File: src/hw/rtl/mtrr_pkg.sv
// Shared types, constants and codes for the memory type range resolver.
package mtrr_pkg;

    // Default parameter values
    localparam int MAX_RANGES_DEF = 128;
    localparam int ADDR_BITS_DEF  = 52;

    // Fixed field widths
    localparam int IDX_FIELD_W  = 7;
    localparam int BASE_FIELD_W = 52;
    localparam int END_FIELD_W  = 53;
    localparam int TYPE_W       = 3;
    localparam int PFN_W        = 40;
    localparam int CFG_IDX_W    = 8;
    localparam int CFG_DATA_W   = 8;
    localparam int COUNT_W      = 8;

    // Page size shifts; query byte address width
    localparam int SMALL_SHIFT = 12;
    localparam int LARGE_SHIFT = 21;
    localparam int QADDR_W     = PFN_W + LARGE_SHIFT;

    // Wide enough for any entry index or MAX_RANGES value below 2048
    localparam int IDX_CMP_W = 11;

    // Item commands
    localparam logic CMD_LOAD  = 1'b0;
    localparam logic CMD_QUERY = 1'b1;

    // Memory type codes used by the resolution rules
    localparam logic [TYPE_W-1:0] MT_UC = 3'd0;
    localparam logic [TYPE_W-1:0] MT_WT = 3'd4;
    localparam logic [TYPE_W-1:0] MT_WB = 3'd6;

    // Configuration register indexes
    localparam logic [CFG_IDX_W-1:0] REG_DEFAULT_TYPE = 8'd0;
    localparam logic [CFG_IDX_W-1:0] REG_RANGE_COUNT  = 8'd1;

    typedef struct packed {
        logic                    cmd;
        logic [IDX_FIELD_W-1:0]  entry_index;
        logic [BASE_FIELD_W-1:0] range_base;
        logic [END_FIELD_W-1:0]  range_end;
        logic [TYPE_W-1:0]       range_type;
        logic                    range_fixed;
        logic [PFN_W-1:0]        page_number;
        logic                    large_page;
    } t_in_item;

    typedef struct packed {
        logic [TYPE_W-1:0] mtype;
        logic              used_default;
        logic              large_page_ok;
        logic              load_rejected;
    } t_out_item;

    // Controller to datapath
    typedef struct packed {
        logic rd_en;
        logic push;
    } t_dp_cmd;

    // Datapath to controller
    typedef struct packed {
        logic busy;
        logic out_free;
    } t_dp_status;

endpackage

File: src/hw/rtl/mtrr_ctrl.sv
// Controller: sequences table reads for a query and hands results to the output.
module mtrr_ctrl #(
    parameter int MAX_RANGES = mtrr_pkg::MAX_RANGES_DEF
) (
    input  logic                                i_clk,
    input  logic                                i_rst_n,
    input  logic                                i_accept,
    input  logic                                i_is_query,
    input  mtrr_pkg::t_dp_status                i_status,
    input  logic [$clog2(MAX_RANGES+1)-1:0]     i_active_cnt,
    output logic                                o_in_ready,
    output mtrr_pkg::t_dp_cmd                   o_cmd,
    output logic [((MAX_RANGES > 1) ? $clog2(MAX_RANGES) : 1)-1:0] o_rd_idx
);

    localparam int CNT_W = $clog2(MAX_RANGES + 1);
    localparam int IDX_W = (MAX_RANGES > 1) ? $clog2(MAX_RANGES) : 1;

    typedef enum logic [1:0] {
        S_IDLE,
        S_SCAN,
        S_DONE
    } t_state;

    t_state             r_state;
    logic [CNT_W-1:0]   r_idx;
    logic               r_rd_en;
    logic [IDX_W-1:0]   r_rd_idx;
    logic               w_push;

    assign o_in_ready = (r_state == S_IDLE);
    assign w_push     = (r_state == S_DONE) && i_status.out_free;

    always_comb begin
        o_cmd       = '0;
        o_cmd.rd_en = r_rd_en;
        o_cmd.push  = w_push;
    end
    assign o_rd_idx = r_rd_idx;

    always_ff @(posedge i_clk) begin
        if (!i_rst_n) begin
            r_state  <= S_IDLE;
            r_idx    <= '0;
            r_rd_en  <= 1'b0;
            r_rd_idx <= '0;
        end else begin
            unique case (r_state)
                S_IDLE: begin
                    r_rd_en <= 1'b0;
                    if (i_accept) begin
                        r_idx   <= '0;
                        r_state <= i_is_query ? S_SCAN : S_DONE;
                    end
                end
                S_SCAN: begin
                    if (r_idx < i_active_cnt) begin
                        r_rd_en  <= 1'b1;
                        r_rd_idx <= r_idx[IDX_W-1:0];
                        r_idx    <= r_idx + 1'b1;
                    end else begin
                        r_rd_en <= 1'b0;
                        // wait for the read and compare stages to drain
                        if (!i_status.busy) begin
                            r_state <= S_DONE;
                        end
                    end
                end
                S_DONE: begin
                    r_rd_en <= 1'b0;
                    if (w_push) begin
                        r_state <= S_IDLE;
                    end
                end
                default: begin
                    r_state <= S_IDLE;
                end
            endcase
        end
    end

    a_idx_bound: assert property (@(posedge i_clk) disable iff (!i_rst_n)
        (r_state == S_SCAN) |-> (r_idx <= i_active_cnt))
        else $error("scan index ran past active count");

    a_rd_in_scan: assert property (@(posedge i_clk) disable iff (!i_rst_n)
        r_rd_en |-> (r_state == S_SCAN))
        else $error("table read outside scan");

    a_push_idle: assert property (@(posedge i_clk) disable iff (!i_rst_n)
        w_push |=> (r_state == S_IDLE) && !r_rd_en)
        else $error("controller not idle after result handoff");

endmodule

File: config.mk
export PLATFORM = sky130hd
export DESIGN_NAME = mtrr_ctrl
export DESIGN_NICKNAME = d
export VERILOG_FILES = /design/src/hw/rtl/mtrr_pkg.sv /design/src/hw/rtl/mtrr_ctrl.sv
export SDC_FILE = /design/constraint.sdc
export NUM_CORES = 1
export LEC_CHECK = 0
export ABC_AREA = 1
export BUFFER_PORTS_ARGS = -buffer_cell sky130_fd_sc_hd__buf_2
export CAP_MARGIN = 10
export CORE_MARGIN = 3
export CORE_UTILIZATION = 40
export CTS_CLUSTER_DIAMETER = 120
export CTS_CLUSTER_SIZE = 24
export DETAILED_ROUTE_END_ITERATION = 6
export HOLD_SLACK_MARGIN = 0.15
export SYNTH_ARGS = -nofsm -noshare
export SYNTH_HDL_FRONTEND = slang
export SYNTH_SLANG_ARGS = --single-unit
export TNS_END_PERCENT = 10
File: constraint.sdc
create_clock -name i_clk -period 2.5 [get_ports i_clk]
set_clock_uncertainty 0.2 [all_clocks]
set_input_delay 0.25 -clock i_clk [delete_from_list [all_inputs] [get_ports i_clk]]
set_output_delay 0.25 -clock i_clk [all_outputs]
set_load 0.05 [all_outputs]
[Word-level counts from Yosys, hierarchy flattened]
Cells that the tools add are included.
Operators by class
  add/sub/neg operators: 1
  order comparisons: 1
  equality and inequality tests: 7
  reduce and logical (&&, ||, !) cells: 8
  mux-type cells: 11
Operator list (number)
  8-bit two-way mux: 2
  8-bit one-hot mux with 2 select lines: 1
  2-bit two-way mux: 5
  2-bit != test (second input constant): 5
  8-bit by 1-bit adder with 8-bit output (second input constant): 1
  8-bit < comparator: 1
  2-bit one-hot mux with 3 select lines: 1
  4-bit AND reduction: 1
  2-bit nonzero test: 2
  3-bit AND reduction: 1
  2-bit by 1-bit equality test with 1-bit output (second input constant): 1
  2-bit equality test (second input constant): 1
  2-bit logical NOT: 1
  1-bit one-hot mux with 2 select lines: 1
  2-bit AND reduction: 1
  2-bit OR reduction: 1
  1-bit logical AND: 1
  1-bit two-way mux: 1
Storage, ports and cells
  input port bits: 14
  flip-flop bits (word level): 18
  logic and storage cells: 32
  output and inout bits: 10

[Logic depth before layout (Yosys ltp)]
Gate-level depths: netlist (run 1).
  depth after elaboration: 4
  mapped depth: 12
  depth with buffers taken out: 12

[Least setup slack after synthesis (run 1)]
Ideal clock, no wire load.
  path type: register -> register
  start point: register r_idx[6]
  end point: register r_idx[5]
  setup time: 0.068 ns
  arrival: 1.495 ns
  required time: 2.232 ns
  stages on the path, launching flop included: 9
  path buffers: 1
  path slack: 0.737 ns
  clock period less this slack: 1.763 ns
  cells stage by stage: dfxtp_1 > ha_1 > a21oi_1 > nor2_1 > nor2_8 > nand2_8 > buf_6 > nand3_2 > a21oi_2
On the way
  word-level cells in the longest chain between the ends: 3
Ends and longest elaborated chain
  start: declaration: RTL line mtrr_ctrl.sv:26  | logic [CNT_W-1:0] r_idx;
  start signal: assignment: RTL line mtrr_ctrl.sv:60  | r_idx <= r_idx + 1'b1;
  8-bit < comparator: RTL line mtrr_ctrl.sv:57  | if (r_idx < i_active_cnt) begin
  2-bit != test (no source line)
  3-bit AND reduction (no source line)
No other way between the ends.
A chain may end at the register's enable or synchronous reset.

[Worst setup path in the final report (run 1)]
  start point: register r_idx[5]
  end point: register r_state[1]
On the way
  word-level cells in the longest chain between the ends: 3
Ends and longest elaborated chain
  8-bit < comparator: RTL line mtrr_ctrl.sv:57
  2-bit != test (no source line)
  4-bit AND reduction (no source line)
  end signal: assignment: RTL line mtrr_ctrl.sv:53  | r_state <= i_is_query ? S_SCAN : S_DONE;
  end: declaration: RTL line mtrr_ctrl.sv:25  | t_state r_state;
No other way between the ends.

==> implementation parameters, run 1 <==
Parameter                              Value

Synth
  Synth warn ... 0
  Post-synth top area cell ... sky130_fd_sc_hd__dfxtp_1
  Area share of the leading cell type in the synthesized netlist ... 0.310
  Post-synthesis sequential element count ... 18
  Distinct cells, synth ... 27
  Area of the mapped netlist ... 0.00116 mm²
  Synth Net Count ... 182
  Dominant register cell in the synthesized netlist ... sky130_fd_sc_hd__dfxtp_1
  Synth area leaders ... sky130_fd_sc_hd__dfxtp_1 (31%), sky130_fd_sc_hd__nand2_1 (12%), sky130_fd_sc_hd__ha_1 (8.6%), sky130_fd_sc_hd__nand3_1 (6.9%), sky130_fd_sc_hd__a21oi_1 (6.5%)
  Most repeated cell in the gate-level netlist after synthesis ... sky130_fd_sc_hd__nand2_1
  Number of synthesized flops with an enable pin ... 0
  Most frequent cells after synthesis ... sky130_fd_sc_hd__nand2_1 (36), sky130_fd_sc_hd__dfxtp_1 (18), sky130_fd_sc_hd__inv_1 (18), sky130_fd_sc_hd__nor2_1 (18), sky130_fd_sc_hd__nand3_1 (16)
  Mean post-synth cell area ... 7.26 µm²
  FFs w/ async S/R, synth ... 0
  Sequential-to-total area share from yosys stat ... 0.310
  Post-synthesis cell count ... 160

Global route
  Overall global routing resource usage ... 0.153
  Via count of the first global-routing pass ... 990
  First-pass GRT wire length ... 4210 µm
  Total congestion overflow ... 0
  Number of antenna violations at the first check in global routing ... 0
  Pin count of the biggest net entering global routing ... 19

Placement
  DP Area ... 0.00128 mm²
  Port Buffer Count ... 23
  Pre-CTS worst setup slack ... 0.618 ns
  Routability cong. ... 0.816
  Detailed placement HPWL ... 1910 µm
  Placed Cells incl. Taps ... 209

Final layout
  Post-route standard cell area excluding fillers ... 0.00135 mm²
  Layout filler cell count ... 273
  Antenna fix cells ... 0
  Final layout net count ... 210
  Share of layout cells above drive strength 1 ... 0.247
  Post-route insts no fill ... 216
  Signed area change from the synthesized netlist to the final layout ... 16.4%

STA
  Worst slew margin ... 0.693
  Number of pins with negative max-slew slack in the final report ... 0
  Min Tclk post-route ... 2.33 ns
  # setup viols final ... 0
  RSZ-0062 raised after global routing ... false
  Final TNS setup ... 0 ns
  Transition time at the pin with the least slew margin ... 0.460 ns
  Final worst slack ... 0.168 ns
  Tightest hold margin ... 0.169 ns
  Final-report hold violation count ... 0
  Final worst path period share ... 0.933
  Highest clock rate ... 0.429 GHz

Routing
  Post-route ant nets ... 0
  Post-DR vias/cell ... 5.00
  Starting DRC count in detailed routing ... 57
  DR vias ... 1080
  Count of TritonRoute iterations in the first routing pass ... 4
  Wire length after detailed routing ... 2440 µm
  Detailed-route DRC error count ... 0
  Wire length per cell after detailed routing ... 11.3 µm

Power
  Largest voltage drop on the vdd net ... 0.689 mV
  Power per cell area ... 788 mW/mm²
  Leak Pwr ... 0.632 nW

Critical path
  Critical Path End Type ... register
  Worst-path cell chain ... ha_1 -> nand4_1 -> nand2_2 -> nor2_8 -> nand2_8 -> nand3_2 -> a21oi_1 -> dlygate4sd3_1
  Delay of the slowest cell on the worst path ... 0.57 ns
  Signal arrival time at the worst endpoint ... 2.31 ns
  Maximum fanout count along the critical path ... 18
  Path type of the worst setup path ... register to register
  Worst Reg-to-Reg Cells ... 8
  Capture point of the critical path ... r_state[1]
  Number of cells on the critical path ... 8
  Delay-heaviest family, CP ... simple AND/OR/NAND/NOR gates
  Number of buffers and inverters on the critical path ... 1
  Kind of launch point of the worst setup path ... register
  Startpoint of the worst register-to-register path ... r_idx[5]
  Critical path required time ... 2.48 ns
  Highest-delay cell along the critical path ... sky130_fd_sc_hd__dlygate4sd3_1
  Worst r2r dst ... r_state[1]
  Crit. Startpoint ... r_idx[5]
  Worst R2R Setup Slack ... 0.17 ns

Clock network
  Sink Count ... 18
  Skew-Pair Late Insertion Delay ... 0.28 ns
  CTS H-Tree Depth ... 1
  CTS Root Cell ... sky130_fd_sc_hd__clkbuf_4
  CTS clk-pin slew, worst paths ... 0.10 ns
  Buffers inserted during post-CTS setup optimization ... 0
  Buffer levels on the longest clock path ... 2
  Number of CTS-inserted buffers ... 3
  CTS tree ... yes

Status
  Status ... complete, no violations

Floorplan
  Starting utilization of the core area ... 0.444
  Overall die area ... 0.00359 mm²
  X dimension of the die ... 59.9 µm
  Vertical die dimension ... 59.9 µm
  Number of cell rows ... 18
  Count of pins on the block boundary ... 24
  Placeable core area ... 0.00261 mm²

Flow run
  Max capacitance violation total ... 0

Min path
  Hold crit path type ... input port to register
-- metrics by stage --
step | utilization | total power [mW]
floorplan | - | 0.839
finish | 0.517 | 1.06
CTS | 0.515 | 1.08
detailed placement | 0.491 | 0.924
global route | 0.517 | 1.16
global placement | 0.491 | 0.918
-- worst register-to-register path, stage by stage, from the launching register on --
cell,delay [ns]
sky130_fd_sc_hd__dfxtp_1,0.49
sky130_fd_sc_hd__ha_1,0.31
sky130_fd_sc_hd__nand4_1,0.12
sky130_fd_sc_hd__nand2_2,0.10
sky130_fd_sc_hd__nor2_8,0.18
sky130_fd_sc_hd__nand2_8,0.14
sky130_fd_sc_hd__nand3_2,0.08
sky130_fd_sc_hd__a21oi_1,0.05
sky130_fd_sc_hd__dlygate4sd3_1,0.57
-- per-layer routing --
| layer | wire (µm) | share of wire | GRT usage | vias up |
|---|---|---|---|---|
| met3 | 127 | 0.052 | 0.0410 | 4 |
| met1 | 1150 | 0.47 | 0.209 | 479 |
| met2 | 1140 | 0.47 | 0.235 | 24 |
| met5 | 0 | 0 | 0 | - |
| met4 | 23 | 0.0094 | 0.0411 | 0 |
| li1 | - | - | - | 573 |
-- final cells by class --
cell class	instances	area, µm²	share of cell area
clock buffer	3	22.5	0.0167
inverter	21	78.8	0.0583
multi-input combinational	117	694	0.514
sequential	18	363	0.269
tap	30	37.5	0.0278
timing repair buffer	27	155	0.115
-- sequential cells by signal, indices dropped and copies added, names as in the netlist --
register  cells
r_idx         8
o_rd_idx      7
r_rd_en       1
r_state       2
-- report_power, final --
part / switching (mW) / internal [mW]
registers: 0.0510 / 0.336
clock network: 0.0821 / 0.0559
logic: 0.369 / 0.171
-- cells in the final DEF, fill, tap and decap left out, types with 3 or more instances in the layout --
cell type / netlist / final
sky130_fd_sc_hd__ha_1: 8 / 8
sky130_fd_sc_hd__a21oi_1: 15 / 15
sky130_fd_sc_hd__inv_2: 3 / 3
sky130_fd_sc_hd__a21oi_2: 3 / 3
sky130_fd_sc_hd__nand3_2: 3 / 3
sky130_fd_sc_hd__nand3_1: 16 / 16
sky130_fd_sc_hd__buf_2: 0 / 23
sky130_fd_sc_hd__nor2_1: 18 / 17
sky130_fd_sc_hd__inv_1: 18 / 18
sky130_fd_sc_hd__clkbuf_4: 0 / 3
sky130_fd_sc_hd__dfxtp_1: 18 / 16
sky130_fd_sc_hd__nand2_1: 36 / 36
sky130_fd_sc_hd__dlygate4sd3_1: 0 / 4
-- how the worst min path moves through the flow --
stage | depth (start not counted) | endpoint | slack, ns | startpoint
2_1_floorplan | 2 | r_idx[6] | 0.17 | i_rst_n
3_3_place_gp | 2 | o_rd_idx[2] | 0.25 | o_rd_idx[2]
3_5_place_dp | 2 | o_rd_idx[3] | 0.26 | o_rd_idx[3]
4_1_cts | 6 | r_state[0] | 0.17 | i_status[1]
5_1_grt | 5 | r_state[0] | 0.24 | i_status[1]
6_report | 5 | r_state[0] | 0.17 | i_status[1]
-- repair_timing --
item / 4_1_cts / 5_1_grt
setup endpoints to repair: 0 / 1
endpoints found under the hold margin: 5 / 0
resized for setup: 0 / 3
hold buffers: 4 / 0
-- cell families after synthesis --
| logic type | count (synthesis) | synth area share |
|---|---|---|
| adder cells (fa/ha/maj) | 8 | 0.0862 |
| XOR/XNOR | 1 | 0.00754 |
| AND/OR/NAND/NOR | 87 | 0.395 |
| AO/OA/AOI/OAI | 21 | 0.107 |
| flip-flops | 18 | 0.310 |
| buffers and inverters | 25 | 0.0937 |
(Power assumes the default switching activity.)
==> run 2, diff against run 1 <==
ABC_AREA = unset   (was 1)
clock period = 2.7 ns   (was 2.5 ns; I/O delays follow)
==> implementation parameters, run 2 <==
Parameter                              Value

Synth
  Most frequent cells after synthesis ... sky130_fd_sc_hd__dfxtp_1 (18), sky130_fd_sc_hd__nand3_1 (16), sky130_fd_sc_hd__nor2_1 (12)
  Synth Area in Adders ... 0.0972
  Area of the mapped netlist ... 0.00103 mm²
  Dominant register cell in the synthesized netlist ... sky130_fd_sc_hd__dfxtp_1
  Post-synthesis cell count ... 124
  Mean post-synth cell area ... 8.30 µm²
  FFs w/ async S/R, synth ... 0
  Synth Net Count ... 146
  Synth area leaders ... sky130_fd_sc_hd__dfxtp_1 (35%), sky130_fd_sc_hd__ha_1 (9.7%), sky130_fd_sc_hd__nand3_1 (7.8%), sky130_fd_sc_hd__mux2i_1 (6.8%), sky130_fd_sc_hd__nor2_1 (4.4%)
  Sequential-to-total area share from yosys stat ... 0.350
  Dominant combinational cell family by area after synthesis ... simple AND/OR/NAND/NOR gates
  Post-Synth Simple-Gate Area ... 0.272
  Synth Area in Compound Gates ... 0.141
  Post-synth top area cell ... sky130_fd_sc_hd__dfxtp_1
  Synth warn ... 0
  Mux contribution to synthesized area ... 0.0680
  Number of synthesized flops with an enable pin ... 0
  Most repeated cell in the gate-level netlist after synthesis ... sky130_fd_sc_hd__dfxtp_1
  Post-synthesis sequential element count ... 18
  Distinct cells, synth ... 30
  Synthesized-area fraction occupied by xor and xnor cells ... 0
  Area share of the leading cell type in the synthesized netlist ... 0.350

Final layout
  Layout filler cell count ... 229
  Signed area change from the synthesized netlist to the final layout ... 21.0%
  Max reg flops ... 8
  Final layout net count ... 175
  Post-route standard cell area excluding fillers ... 0.00125 mm²
  Antenna fix cells ... 0
  Leading cell type in the layout, fill and taps excluded ... sky130_fd_sc_hd__buf_2
  Share of layout cells above drive strength 1 ... 0.230
  Most used cells in the layout excluding fill and tap cells ... sky130_fd_sc_hd__buf_2 (23), sky130_fd_sc_hd__dfxtp_1 (18), sky130_fd_sc_hd__nand3_1 (16)
  Register with the highest flop count ... r_idx

Routing
  Post-route ant nets ... 0
  Wire length after detailed routing ... 2340 µm
  DR vias ... 971
  Count of TritonRoute iterations in the first routing pass ... 4
  Wire length per cell after detailed routing ... 13.0 µm
  Starting DRC count in detailed routing ... 24
  Detailed-route DRC error count ... 0
  Post-DR vias/cell ... 5.39

STA
  Final-report hold violation count ... 0
  Final TNS setup ... 0 ns
  # setup viols final ... 0
  Highest clock rate ... 0.403 GHz
  RSZ-0062 raised after global routing ... false
  Worst slew margin ... 0.637
  Final worst path period share ... 0.919
  Transition time at the pin with the least slew margin ... 0.543 ns
  Number of pins with negative max-slew slack in the final report ... 0
  Tightest hold margin ... 0.221 ns
  Min Tclk post-route ... 2.48 ns

Clock network
  Number of CTS-inserted buffers ... 3
  CTS Root Cell ... sky130_fd_sc_hd__clkbuf_4
  Sink Count ... 18
  Skew-Pair Late Insertion Delay ... 0.30 ns
  CTS clk-pin slew, worst paths ... 0.10 ns
  Buffers inserted during post-CTS setup optimization ... 0
  Buffer levels on the longest clock path ... 2
  CTS tree ... yes
  CTS H-Tree Depth ... 1

Placement
  Detailed placement HPWL ... 1730 µm
  DP Area ... 0.00117 mm²
  Routability cong. ... 0.769
  Port Buffer Count ... 23

Critical path
  Worst-path cell chain ... ha_1 -> a21o_1 -> a2111oi_4 -> o31ai_2 -> buf_4 -> or4_1 -> a21oi_1
  Kind of launch point of the worst setup path ... register
  Signal arrival time at the worst endpoint ... 2.52 ns
  Path type of the worst setup path ... register to register
  Critical path required time ... 2.73 ns
  Highest-delay cell along the critical path ... sky130_fd_sc_hd__dfxtp_1
  Critical Path End Type ... register
  Delay of the slowest cell on the worst path ... 0.44 ns
  Worst R2R Setup Slack ... 0.22 ns
  Delay-heaviest family, CP ... compound AO/OA/AOI/OAI gates
  Number of buffers and inverters on the critical path ... 1
  Maximum fanout count along the critical path ... 19

Floorplan
  Count of pins on the block boundary ... 24
  Vertical die dimension ... 56.7 µm
  Number of cell rows ... 17
  Placeable core area ... 0.00232 mm²
  X dimension of the die ... 56.7 µm
  Starting utilization of the core area ... 0.444
  Overall die area ... 0.00322 mm²

Global route
  Via count of the first global-routing pass ... 856
  Pin count of the biggest net entering global routing ... 20
  Total congestion overflow ... 0
  First-pass GRT wire length ... 4020 µm
  Overall global routing resource usage ... 0.156
  Number of antenna violations at the first check in global routing ... 0

Power
  Largest voltage drop on the vdd net ... 0.345 mV
  Leak Pwr ... 0.590 nW
  Power per cell area ... 548 mW/mm²

Min path
  Hold crit path type ... input port to register

Status
  Status ... complete, no violations

Flow run
  Max capacitance violation total ... 0
-- run 2: cell types whose count changed after synthesis, moves of 5 or more --
cell,delta
sky130_fd_sc_hd__a21oi_1,-10
sky130_fd_sc_hd__inv_1,-7
sky130_fd_sc_hd__a31oi_1,+5
sky130_fd_sc_hd__nor2_1,-6
sky130_fd_sc_hd__mux2i_1,+7
sky130_fd_sc_hd__nand2_1,-27
-- run 2: logic make-up after synthesis --
kind of cell    Yosys count
simple gates             55
compound gates           19
fa+ha+maj                 8
flops                    18
mux                       7
buf+inv                  17
-- run 2: layer usage --
layer	vias to the layer above	global-route usage	routed length, µm	part of all wire
met1	441	0.226	1150	0.49
met3	2	0.0483	141	0.060
met4	0	0.0397	14	0.0060
met2	31	0.223	1030	0.44
met5	-	0	0	0
li1	497	-	-	-
-- run 2: worst min-delay path: cells and delay by family --
family	cells	cell delay [ns]
multiplexers	1	0.07
buffers and inverters	1	0.08
AO/OA/AOI/OAI	2	0.13
AND/OR/NAND/NOR	2	0.14
-- run 2: report_power, final --
part / internal, mW / switching (mW)
combinational: 0.0770 / 0.140
sequential: 0.280 / 0.0187
clock: 0.0822 / 0.0856
total: 0.439 / 0.244
-- run 2: what timing repair did --
action                                 CTS  global route
resized for setup                        0             0
endpoints found under the hold margin    4             0
setup endpoints to repair                0             0
hold buffers                             4             0
-- run 2: area by class of cell --
| cell class | instances | area, µm² | share of cell area |
|---|---|---|---|
| Sequential cell | 18 | 360 | 0.289 |
| Multi-Input combinational cell | 89 | 596 | 0.478 |
| Timing Repair Buffer | 30 | 178 | 0.143 |
| Inverter | 11 | 41.3 | 0.0331 |
| Tap cell | 28 | 35.0 | 0.0281 |
| Clock buffer | 4 | 36.3 | 0.0291 |
-- run 2: worst paths after layout --
path                    start         end  depth (start not counted)
hold / removal    i_status[1]  r_state[0]                          6
hold reg to reg       r_rd_en     r_rd_en                          2
setup reg to reg     r_idx[6]    r_idx[1]                          7
setup / recovery     r_idx[6]    r_idx[1]                          7
-- run 2: stage by stage --
step / utilization / setup WS [ns] / cells / power [mW]
2_1_floorplan: - / 0.515 / 124 / 0.465
3_3_place_gp: 0.505 / 0.280 / 172 / 0.513
3_5_place_dp: 0.505 / 0.244 / 172 / 0.515
4_1_cts: 0.538 / 0.228 / 180 / 0.690
5_1_grt: 0.538 / 0.0823 / 180 / 0.727
6_report: 0.538 / 0.219 / 180 / 0.683
==> run 3, diff against run 2 <==
GPL_TIMING_DRIVEN = 0   (was unset)
==> implementation parameters, run 3 (synthesized netlist as in run 2, its figures left out) <==
Parameter                              Value

Power
  Leak Pwr ... 0.588 nW
  Power per cell area ... 549 mW/mm²
  Total Power Consumption ... 681 µW
  Largest voltage drop on the vdd net ... 0.420 mV

Final layout
  Share of layout cells above drive strength 1 ... 0.229
  Post-route standard cell area excluding fillers ... 0.00124 mm²
  Final layout net count ... 176
  Antenna fix cells ... 0
  Max reg flops ... 8
  Most used cells in the layout excluding fill and tap cells ... sky130_fd_sc_hd__buf_2 (24), sky130_fd_sc_hd__dfxtp_1 (18), sky130_fd_sc_hd__nand3_1 (16)
  Register with the highest flop count ... r_idx
  Post-route insts no fill ... 181
  Leading cell type in the layout, fill and taps excluded ... sky130_fd_sc_hd__buf_2
  Signed area change from the synthesized netlist to the final layout ... 20.5%
  End-of-flow core utilization ... 0.535

Placement
  Routability cong. ... 0.795
  Placed Cells incl. Taps ... 174
  Pre-CTS worst setup slack ... 0.231 ns
  Port Buffer Count ... 22
  Detailed placement HPWL ... 1740 µm
  DP Area ... 0.00117 mm²

Critical path
  Worst r2r dst ... o_rd_idx[5]
  Path type of the worst setup path ... register to register
  Highest-delay cell along the critical path ... sky130_fd_sc_hd__o31ai_2
  Worst-path cell chain ... ha_1 -> nand4_1 -> o31ai_2 -> buf_2 -> buf_2 -> mux2i_1 -> nor2_1
  Startpoint of the worst register-to-register path ... r_idx[7]
  Critical Path End Type ... register
  Signal arrival time at the worst endpoint ... 2.46 ns
  Kind of launch point of the worst setup path ... register
  Delay of the slowest cell on the worst path ... 0.46 ns
  Worst R2R Setup Slack ... 0.22 ns
  Maximum fanout count along the critical path ... 10
  Worst Reg-to-Reg Cells ... 7
  Library cell appearing most often on the critical path ... sky130_fd_sc_hd__buf_2
  Critical path required time ... 2.68 ns

Min path
  Hold crit path type ... input port to register
  Worst hold stages ... 6
  Hold path start ... i_status[1]
  Endpoint, Worst Hold ... r_state[0]

Flow run
  Max capacitance violation total ... 0

STA
  Final TNS setup ... 0 ns
  Worst slew margin ... 0.685
  Number of pins with negative max-slew slack in the final report ... 0
  Tightest hold margin ... 0.231 ns
  RSZ-0062 raised after global routing ... false
  Final worst path period share ... 0.920
  Final-report hold violation count ... 0
  Min Tclk post-route ... 2.48 ns
  Transition time at the pin with the least slew margin ... 0.469 ns
  Highest clock rate ... 0.403 GHz
  Final worst slack ... 0.216 ns
  # setup viols final ... 0

Routing
  Detailed-route DRC error count ... 0
  Starting DRC count in detailed routing ... 20
  Post-DR vias/cell ... 5.29
  Post-route ant nets ... 0
  Wire length per cell after detailed routing ... 12.5 µm
  Wire length after detailed routing ... 2270 µm
  Count of TritonRoute iterations in the first routing pass ... 4
  DR vias ... 957

Clock network
  CTS tree ... yes
  Buffers inserted during post-CTS setup optimization ... 0
  CTS Root Cell ... sky130_fd_sc_hd__clkbuf_4
  Skew-Pair Late Insertion Delay ... 0.30 ns
  CTS clk-pin slew, worst paths ... 0.10 ns
  Sink Count ... 18
  CTS H-Tree Depth ... 1
  Number of CTS-inserted buffers ... 3
  Buffer levels on the longest clock path ... 2

Floorplan
  Count of pins on the block boundary ... 24
  Vertical die dimension ... 56.7 µm
  Starting utilization of the core area ... 0.444
  X dimension of the die ... 56.7 µm
  Overall die area ... 0.00322 mm²
  Placeable core area ... 0.00232 mm²
  Number of cell rows ... 17

Global route
  Number of antenna violations at the first check in global routing ... 0
  Overall global routing resource usage ... 0.160
  Via count of the first global-routing pass ... 906
  Total congestion overflow ... 0
  First-pass GRT wire length ... 4060 µm
  Pin count of the biggest net entering global routing ... 11

Status
  Status ... complete, no violations
run 3: changes by cell type in the layout (fill, tap and decap cells not counted):
cell / before / now
sky130_fd_sc_hd__buf_2: 23 / 24
sky130_fd_sc_hd__buf_4: 3 / 2
sky130_fd_sc_hd__clkbuf_1: 0 / 2
sky130_fd_sc_hd__dlygate4sd3_1: 4 / 3
run 3: what timing repair did:
action / CTS / global route
resized for setup: 0 / 0
hold endpoints to repair: 3 / 0
hold buffers: 3 / 0
run 3: worst max-delay path: cells and delay by family, from the launching register on:
family / cells / cell delay [ns]
simple gates: 2 / 0.18
mux: 1 / 0.21
fa+ha+maj: 1 / 0.36
buf+inv: 2 / 0.61
flops: 1 / 0.35
compound gates: 1 / 0.46
run 3: cell type report:
type,count,area (µm²)
flip-flops and latches,18,360
multi-input cells,89,596
well taps,28,35.0
inverters,11,41.3
clock buffers,4,36.3
repair buffers,25,140
plain buffers,6,32.5
fillers,251,1080
run 3: layer usage:
| layer | vias to the layer above | wire [µm] | global-route usage |
|---|---|---|---|
| li1 | 501 | - | - |
| met1 | 423 | 1090 | 0.207 |
| met2 | 31 | 1010 | 0.256 |
| met3 | 2 | 157 | 0.0506 |
| met4 | 0 | 12 | 0.0397 |
| met5 | - | 0 | 0 |
run 3: worst max path at each step:
stage,slack [ns],depth (start not counted),startpoint,end
floorplan,0.52,8,r_idx[6],o_rd_idx[4]
global placement,0.24,9,i_active_cnt[7],o_rd_idx[5]
detailed placement,0.23,9,i_active_cnt[7],o_rd_idx[5]
CTS,0.23,8,r_idx[6],o_rd_idx[5]
global route,0.04,7,r_idx[6],o_rd_idx[4]
finish,0.22,7,r_idx[7],o_rd_idx[5]
run 3: report_power, final:
group	switching, mW	internal [mW]	leakage [nW]
Combinational	0.141	0.0753	0.422
Clock	0.0841	0.0822	0.0210
Sequential	0.0185	0.280	0.146
Total	0.244	0.437	0.588
